[src/rtl/hsv2rgb_pkg.sv]
// ----------------------------------------------------------------------------
// hsv2rgb_pkg
// shared types and constants for the hsv to rgb colour converter
// ----------------------------------------------------------------------------
package hsv2rgb_pkg;

  // pipeline depth: hue split, fraction, blend factors, channel products
  localparam int unsigned NumStages = 4;

  localparam logic [15:0] HueFull   = 16'd23040;  // 360 degrees in 1/64 units
  localparam logic [14:0] HueSector = 15'd3840;   // 60 degrees in 1/64 units
  localparam logic [11:0] FracRecip = 12'd2185;   // ceil(2^15 / 15)
  localparam int unsigned FracShift = 15;
  localparam logic [8:0]  QOne      = 9'd256;     // 1.0 in q1.8

  // colour wheel sector
  typedef enum logic [2:0] {
    SEC_R_TO_Y = 3'd0,
    SEC_Y_TO_G = 3'd1,
    SEC_G_TO_C = 3'd2,
    SEC_C_TO_B = 3'd3,
    SEC_B_TO_M = 3'd4,
    SEC_M_TO_R = 3'd5
  } sector_e;

  // stage load enables for a two stage module
  typedef struct packed {
    logic first;
    logic second;
  } stage_en_t;

  // word passed from the hue split to the channel mixer
  typedef struct packed {
    sector_e    sector;
    logic [7:0] frac;
    logic [8:0] sat;
    logic [8:0] val;
  } frac_word_t;

endpackage

[src/rtl/hsv2rgb_sector.sv]
// ----------------------------------------------------------------------------
// hsv2rgb_sector
// hue wrap, sector split and fraction, with clamped saturation and value
// ----------------------------------------------------------------------------
module hsv2rgb_sector (
  input  logic                    clk_i,
  input  hsv2rgb_pkg::stage_en_t  en_i,
  input  logic [15:0]             hue_deg_i,
  input  logic [8:0]              saturation_i,
  input  logic [8:0]              brightness_i,
  output hsv2rgb_pkg::frac_word_t word_o
);
  import hsv2rgb_pkg::*;

  logic [14:0] hue_w;
  logic [14:0] base_w;
  logic [14:0] rem_w;
  sector_e     sector_w;

  sector_e     sector_a_q;
  logic [11:0] rem_a_q;
  logic [8:0]  sat_a_q;
  logic [8:0]  val_a_q;

  logic [23:0] frac_prod_w;
  frac_word_t  word_q;

  // a hue of a full turn or more counts as zero
  assign hue_w = (hue_deg_i >= HueFull) ? 15'd0 : hue_deg_i[14:0];

  always_comb begin
    sector_w = SEC_R_TO_Y;
    base_w   = 15'd0;
    if (hue_w >= 15'(HueSector * 5)) begin
      sector_w = SEC_M_TO_R;
      base_w   = 15'(HueSector * 5);
    end else if (hue_w >= 15'(HueSector * 4)) begin
      sector_w = SEC_B_TO_M;
      base_w   = 15'(HueSector * 4);
    end else if (hue_w >= 15'(HueSector * 3)) begin
      sector_w = SEC_C_TO_B;
      base_w   = 15'(HueSector * 3);
    end else if (hue_w >= 15'(HueSector * 2)) begin
      sector_w = SEC_G_TO_C;
      base_w   = 15'(HueSector * 2);
    end else if (hue_w >= HueSector) begin
      sector_w = SEC_Y_TO_G;
      base_w   = HueSector;
    end
  end

  assign rem_w = hue_w - base_w;

  always_ff @(posedge clk_i) begin
    if (en_i.first) begin
      sector_a_q <= sector_w;
      rem_a_q    <= rem_w[11:0];
      sat_a_q    <= (saturation_i > QOne) ? QOne : saturation_i;
      val_a_q    <= (brightness_i > QOne) ? QOne : brightness_i;
    end
  end

  // remainder / 15 by reciprocal, exact for remainders below 3840
  assign frac_prod_w = 24'(rem_a_q) * 24'(FracRecip);

  always_ff @(posedge clk_i) begin
    if (en_i.second) begin
      word_q.sector <= sector_a_q;
      word_q.frac   <= frac_prod_w[FracShift+7:FracShift];
      word_q.sat    <= sat_a_q;
      word_q.val    <= val_a_q;
    end
  end

  assign word_o = word_q;

endmodule

[src/rtl/hsv2rgb_mix.sv]
// ----------------------------------------------------------------------------
// hsv2rgb_mix
// blend factors, p q t products and sector channel select
// ----------------------------------------------------------------------------
module hsv2rgb_mix (
  input  logic                    clk_i,
  input  hsv2rgb_pkg::stage_en_t  en_i,
  input  hsv2rgb_pkg::frac_word_t word_i,
  output logic [8:0]              red_o,
  output logic [8:0]              green_o,
  output logic [8:0]              blue_o
);
  import hsv2rgb_pkg::*;

  logic [8:0]  one_minus_f_w;
  logic [16:0] sf_prod_w;
  logic [16:0] st_prod_w;

  sector_e     sector_c_q;
  logic [8:0]  val_c_q;
  logic [8:0]  oms_c_q;   // 1 - s
  logic [7:0]  sf_c_q;    // s * f
  logic [8:0]  st_c_q;    // s * (1 - f)

  logic [16:0] p_prod_w;
  logic [16:0] q_prod_w;
  logic [16:0] t_prod_w;
  logic [8:0]  p_w;
  logic [8:0]  q_w;
  logic [8:0]  t_w;
  logic [8:0]  red_d;
  logic [8:0]  green_d;
  logic [8:0]  blue_d;
  logic [8:0]  red_q;
  logic [8:0]  green_q;
  logic [8:0]  blue_q;

  assign one_minus_f_w = QOne - {1'b0, word_i.frac};
  assign sf_prod_w     = 17'(word_i.sat) * 17'(word_i.frac);
  assign st_prod_w     = 17'(word_i.sat) * 17'(one_minus_f_w);

  always_ff @(posedge clk_i) begin
    if (en_i.first) begin
      sector_c_q <= word_i.sector;
      val_c_q    <= word_i.val;
      oms_c_q    <= QOne - word_i.sat;
      sf_c_q     <= sf_prod_w[15:8];
      st_c_q     <= st_prod_w[16:8];
    end
  end

  assign p_prod_w = 17'(val_c_q) * 17'(oms_c_q);
  assign q_prod_w = 17'(val_c_q) * 17'(QOne - {1'b0, sf_c_q});
  assign t_prod_w = 17'(val_c_q) * 17'(QOne - st_c_q);
  assign p_w      = p_prod_w[16:8];
  assign q_w      = q_prod_w[16:8];
  assign t_w      = t_prod_w[16:8];

  always_comb begin
    case (sector_c_q)
      SEC_R_TO_Y: begin
        red_d = val_c_q; green_d = t_w;     blue_d = p_w;
      end
      SEC_Y_TO_G: begin
        red_d = q_w;     green_d = val_c_q; blue_d = p_w;
      end
      SEC_G_TO_C: begin
        red_d = p_w;     green_d = val_c_q; blue_d = t_w;
      end
      SEC_C_TO_B: begin
        red_d = p_w;     green_d = q_w;     blue_d = val_c_q;
      end
      SEC_B_TO_M: begin
        red_d = t_w;     green_d = p_w;     blue_d = val_c_q;
      end
      default: begin
        red_d = val_c_q; green_d = p_w;     blue_d = q_w;
      end
    endcase
  end

  always_ff @(posedge clk_i) begin
    if (en_i.second) begin
      red_q   <= red_d;
      green_q <= green_d;
      blue_q  <= blue_d;
    end
  end

  assign red_o   = red_q;
  assign green_o = green_q;
  assign blue_o  = blue_q;

endmodule

[src/rtl/hsv_to_rgb_converter.sv]
// ----------------------------------------------------------------------------
// hsv_to_rgb_converter
// fixed point hsv to rgb colour conversion; while the output keeps up, one word per clock
// ----------------------------------------------------------------------------
// Takes one colour per word (hue in 1/64 degree units, saturation and value
// in q1.8 where 256 is 1.0) and returns red, green and blue in q1.8. Hue of
// 360 degrees or more counts as zero; saturation and value above 1.0 are
// clamped to 1.0, and zero saturation gives grey. The block accepts one word
// every clock cycle unless the output stalls, and each word passes through
// the four register stages (hue split, fraction multiply, blend factor
// multiplies, channel multiplies with select), each holding one word, and a
// stage takes a new word whenever it is empty or its contents move on, so a
// stall at the output only blocks the input once every stage is full.
// ----------------------------------------------------------------------------
module hsv_to_rgb_converter (
  input  logic        clk_i,
  input  logic        rst_ni,
  // input words
  input  logic        s_axis_tvalid_i,
  output logic        s_axis_tready_o,
  input  logic [39:0] s_axis_tdata_i,   // hue_deg[15:0], saturation[24:16],
                                        // brightness[33:25], zero fill
  // output words
  output logic        m_axis_tvalid_o,
  input  logic        m_axis_tready_i,
  output logic [31:0] m_axis_tdata_o    // red[8:0], green[17:9], blue[26:18],
                                        // zero fill
);
  import hsv2rgb_pkg::*;

  logic [NumStages-1:0] valid_q;
  logic [NumStages-1:0] valid_d;
  logic [NumStages-1:0] ready_w;

  stage_en_t  split_en_w;
  stage_en_t  mix_en_w;
  frac_word_t frac_word_w;
  logic [8:0] red_w;
  logic [8:0] green_w;
  logic [8:0] blue_w;

  // a stage can load when it is empty or the stage after it moves on
  always_comb begin
    ready_w[NumStages-1] = !valid_q[NumStages-1] || m_axis_tready_i;
    for (int k = NumStages - 2; k >= 0; k--) begin
      ready_w[k] = !valid_q[k] || ready_w[k+1];
    end
  end

  // valid bits follow the data through the stages
  always_comb begin
    valid_d[0] = ready_w[0] ? s_axis_tvalid_i : valid_q[0];
    for (int k = 1; k < NumStages; k++) begin
      valid_d[k] = ready_w[k] ? valid_q[k-1] : valid_q[k];
    end
  end

  always_ff @(posedge clk_i or negedge rst_ni) begin
    if (!rst_ni) begin
      valid_q <= '0;
    end else begin
      valid_q <= valid_d;
    end
  end

  assign split_en_w.first  = ready_w[0];
  assign split_en_w.second = ready_w[1];
  assign mix_en_w.first    = ready_w[2];
  assign mix_en_w.second   = ready_w[3];

  // stages one and two: hue split and fraction
  hsv2rgb_sector u_sector (
    .clk_i        (clk_i),
    .en_i         (split_en_w),
    .hue_deg_i    (s_axis_tdata_i[15:0]),
    .saturation_i (s_axis_tdata_i[24:16]),
    .brightness_i (s_axis_tdata_i[33:25]),
    .word_o       (frac_word_w)
  );

  // stages three and four: blend factors and channel products
  hsv2rgb_mix u_mix (
    .clk_i   (clk_i),
    .en_i    (mix_en_w),
    .word_i  (frac_word_w),
    .red_o   (red_w),
    .green_o (green_w),
    .blue_o  (blue_w)
  );

  assign s_axis_tready_o = ready_w[0];
  assign m_axis_tvalid_o = valid_q[NumStages-1];
  assign m_axis_tdata_o  = {5'd0, blue_w, green_w, red_w};

  // input only backs up once every stage holds a word
  assert property (@(posedge clk_i) disable iff (!rst_ni)
    !s_axis_tready_o |-> (&valid_q))
    else $error("input stalled with an empty stage");

  // a word in stage one moves into stage two when that stage can load
  assert property (@(posedge clk_i) disable iff (!rst_ni)
    (valid_q[0] && ready_w[1]) |=> valid_q[1])
    else $error("word lost between stage one and stage two");

  // every delivered channel lies within 0..1.0
  assert property (@(posedge clk_i) disable iff (!rst_ni)
    m_axis_tvalid_o |-> (red_w <= QOne && green_w <= QOne && blue_w <= QOne))
    else $error("output channel above full intensity");

endmodule

[config.mk]
export PLATFORM = sky130hd
export DESIGN_NAME = hsv_to_rgb_converter
export DESIGN_NICKNAME = d
export VERILOG_FILES = /design/src/rtl/hsv2rgb_pkg.sv /design/src/rtl/hsv2rgb_sector.sv /design/src/rtl/hsv2rgb_mix.sv /design/src/rtl/hsv_to_rgb_converter.sv
export SDC_FILE = /design/constraint.sdc
export NUM_CORES = 1
export LEC_CHECK = 0
export ABC_AREA = 1
export BUFFER_PORTS_ARGS = -buffer_cell sky130_fd_sc_hd__buf_4
export CAP_MARGIN = 20
export CORE_MARGIN = 4
export CORE_UTILIZATION = 55
export DETAILED_ROUTE_END_ITERATION = 10
export GPL_ROUTABILITY_DRIVEN = 0
export PLACE_DENSITY = 0.74
export SYNTH_ARGS = -nofsm -noshare
export SYNTH_HDL_FRONTEND = slang
export SYNTH_HIERARCHICAL = 1
export SYNTH_SLANG_ARGS = --single-unit
export TNS_END_PERCENT = 1
[constraint.sdc]
create_clock -name clk_i -period 7.73 [get_ports clk_i]
set_input_delay 1.1595 -clock clk_i [delete_from_list [all_inputs] [get_ports clk_i]]
set_output_delay 1.1595 -clock clk_i [all_outputs]
set_load 0.05 [all_outputs]
==> flow_summary_export.csv <==
group,metric,value,unit
worst_setup_path,critPathArrivalTime,6.32,ns
grt,grt_max_degree,40,
clock_tree,post-cts-setup-buffers,0,
worst_setup_path,critPathSlowestCell,"edfxtp_1",
detailed_routing,wl_met1,19100,um
clock_tree,cts_root_buffer,"clkbuf_16",
timing,rsz0062_at_grt,"false",
synthesis,ys_seq_area_share,19.1,%
worst_setup_path,critical_path.most_common_cell,"inv_1",
clock_tree,post_cts_resized,0,
worst_setup_path,end_kind,"flop",
worst_setup_path,cp_max_fo,11,
grt,grt_pass1_vias,17014,
worst_setup_path,path_buf_inv,6,
floorplan,core,36600,um2
worst_setup_path,reg2reg_slack,1.57,ns
synthesis,ys_ff_latch,131,
timing,slew_headroom,40.3,%
detailed_routing,drt_iter0_markers,1183,
synthesis,syn_inst,2529,
outcome,status,"finished clean",
clock_tree,cts_tree,"built",
placement,place_worst_setup_slack,1.62,ns
timing,tns,0,ns
final_layout,n_antenna_cell,0,
synthesis,ys_top_cells_by_area,"fa_1 24%, edfxtp_1 19%, ha_1 16%",
clock_tree,cts.path.max_buffers,2,
synthesis,ys.warnings.count,6,
clock_tree,cts_buffers,17,
clock_tree,path_clk_slew,0.06,ns
worst_hold_path,hold_class,"reg2reg",
placement,post_dp_cell_area,21300,um2
final_layout,fillers,3197,
detailed_routing,top_layer,"met4",
grt,overflow,0,
floorplan,num_rows,70,
detailed_routing,route.met3.wl,3320,um
timing,clock-skew-final,0.00963,ns
timing,setup_slack,1.57,ns
worst_setup_path,cp-start-kind,"flop",
timing,drv_slew,0,
detailed_routing,routedWlPerCell,15.7,um
timing,setup_viol,0,
timing,timing_worst_slew_pin_value,0.892,ns
floorplan,start_util,55.9,%
final_layout,seqCellArea,3910,um2
synthesis,yosysTopAreaCellShare,23.7,%
detailed_routing,drc,0,
final_layout,nNetsFinal,3108,
final_layout,multi_input_area,14000,um2
clock_tree,cts_hold_buf,0,
clock_tree,htreeDepth,4,
timing,hold_ws,0.415,ns
grt,grt_pass1_wl,80500,um
detailed_routing,dr.pass1.iters,8,
synthesis,ys_types,56,
worst_setup_path,crit_chain,"inv_1, ha_1, xnor2_1, nand2_1, fa_1, inv_1, fa_1, inv_1, fa_1, inv_1, fa_1, inv_1, fa_1, inv_1, ha_1, a21oi_1, o21ai_0, a21oi_1, nand2_1, or2_2, nand3_1, nand4_1",
clock_tree,clkSinkCount,131,
placement,hpwl,38500,um
synthesis,avgSynthCellArea,8.09,um2
worst_setup_path,max_stage_delay,0.61,ns
final_layout,drive_gt1_share,7.30,%
synthesis,syn_area,20500,um2
detailed_routing,met2WireLength,23700,um
final_layout,final_area,21900,um2
detailed_routing,num_vias,16494,
timing,fin_crit_sh,79.7,%
worst_setup_path,critPathKind,"reg2reg",
floorplan,ios,78,
floorplan,dieHeight,201,um
timing,clock.fmax,0.162,GHz
detailed_routing,ant_nets,0,
detailed_routing,finalWirelength,47700,um
worst_setup_path,required,7.89,ns
placement,io_buffers,66,
detailed_routing,viasPerCell,5.42,
final_layout,area_growth,6.91,%
floorplan,die_x,201,um
worst_setup_path,critPathTopFamily,"adder cells",
timing,finalCriticalPeriod,6.16,ns
flow_run,cap_violations,0,
floorplan,die_area,40300,um2
timing,hold_viol,0,
grt,groute.usage.overall,24.0,%
grt,antenna_found_initial,0,
synthesis,synth_top_cell_by_area,"fa_1",
clock_tree,insertion_delay,0.43,ns
==> cell usage in the layout (no fill, tap or decap), types with 9 or more instances in the layout <==
master     count
or2_2          9
nand3_1      105
nor3_1        16
xnor2_1       20
nand4_1       48
nand2_2       25
nand3b_1      16
o21ai_0       41
edfxtp_1     127
nand2_1      555
a21oi_1       87
inv_1        578
xor2_1        34
ha_1         260
clkbuf_16     17
fa_1         242
buf_4         79
nor2_1       205
==> final cells by class <==
cell class / instances / area share, %
clock buffer: 20 / 2.00
clock inverter: 12 / 0.452
inverter: 590 / 10.1
multi-input combinational: 1742 / 64.0
sequential: 131 / 17.9
tap: 468 / 2.68
timing repair buffer: 80 / 2.84
==> metal layers <==
| layer | global-route usage [%] | vias to the layer above |
|---|---|---|
| li1 | - | 7860 |
| met3 | 3.62 | 131 |
| met1 | 29.9 | 7877 |
| met2 | 42.7 | 626 |
| met4 | 8.70 | 0 |
| met5 | 0 | - |
==> state kept, by name, summed over array words and instances, names as in the netlist, 4 cells and up <==
signal	count
valid_q	4
u_mix/val_c_q	9
u_mix/blue_o	9
u_sector/val_a_q	9
u_mix/st_c_q	9
u_mix/oms_c_q	9
u_mix/green_o	9
u_mix/red_o	9
u_mix/sf_c_q	8
u_sector/rem_a_q	12
u_sector/word_o	29
u_sector/sat_a_q	9
==> cell usage after synthesis (all sizes together) <==
library cell	number
edfxtp	127
nor2	214
o21ai	48
a21oi	92
xnor2	20
fa	242
nand3	110
nand3b	17
xor2	36
clkbuf	44
a311oi	1
buf	26
nor3	21
o21ba	1
inv	586
conb	1
ha	260
a21o	3
o21bai	7
a21boi	2
o21a	7
nand2	582
nand4	49
or2	11
o31ai	3
and2	1
o211ai	2
nor4	2
clkinv	4
a31oi	2
dfrtp	4
nor2b	1
o2111ai	3
==> per-stage QoR <==
step,cells,util [%]
6_report,3043,59.7
3_3_place_gp,3010,58.2
5_1_grt,3043,59.7
3_5_place_dp,3010,58.2
2_1_floorplan,2533,-
4_1_cts,3042,59.7
==> kinds of logic (layout without fill, tap and decap cells) <==
kind of cell | after synthesis | count (layout) | synth area share (%)
adder cells (fa/ha/maj) | 502 | 502 | 39.6
XOR/XNOR | 56 | 56 | 2.47
AND/OR/NAND/NOR | 1008 | 1008 | 21.4
buffers and inverters | 660 | 702 | 12.5
AO/OA/AOI/OAI | 171 | 171 | 4.84
other | 1 | 5 | 0.0183
flip-flops | 131 | 131 | 19.1
==> worst paths after layout <==
| kind | startpoint | to | cells after the start |
|---|---|---|---|
| max | u_mix/sf_c_q[0] | u_mix/blue_o[3] | 22 |
| min | u_sector/sat_a_q[1] | u_sector/word_o[10] | 0 |
| max reg2reg | u_mix/sf_c_q[0] | u_mix/blue_o[3] | 22 |
| min reg2reg | u_sector/sat_a_q[1] | u_sector/word_o[10] | 0 |
| max in group asynchronous | rst_ni | valid_q[0] | 1 |
| min in group asynchronous | rst_ni | valid_q[3] | 1 |
Power is left out: the tool's default activity adds up to more than one toggle a clock period on the data nets, which glitch-free logic cannot reach.
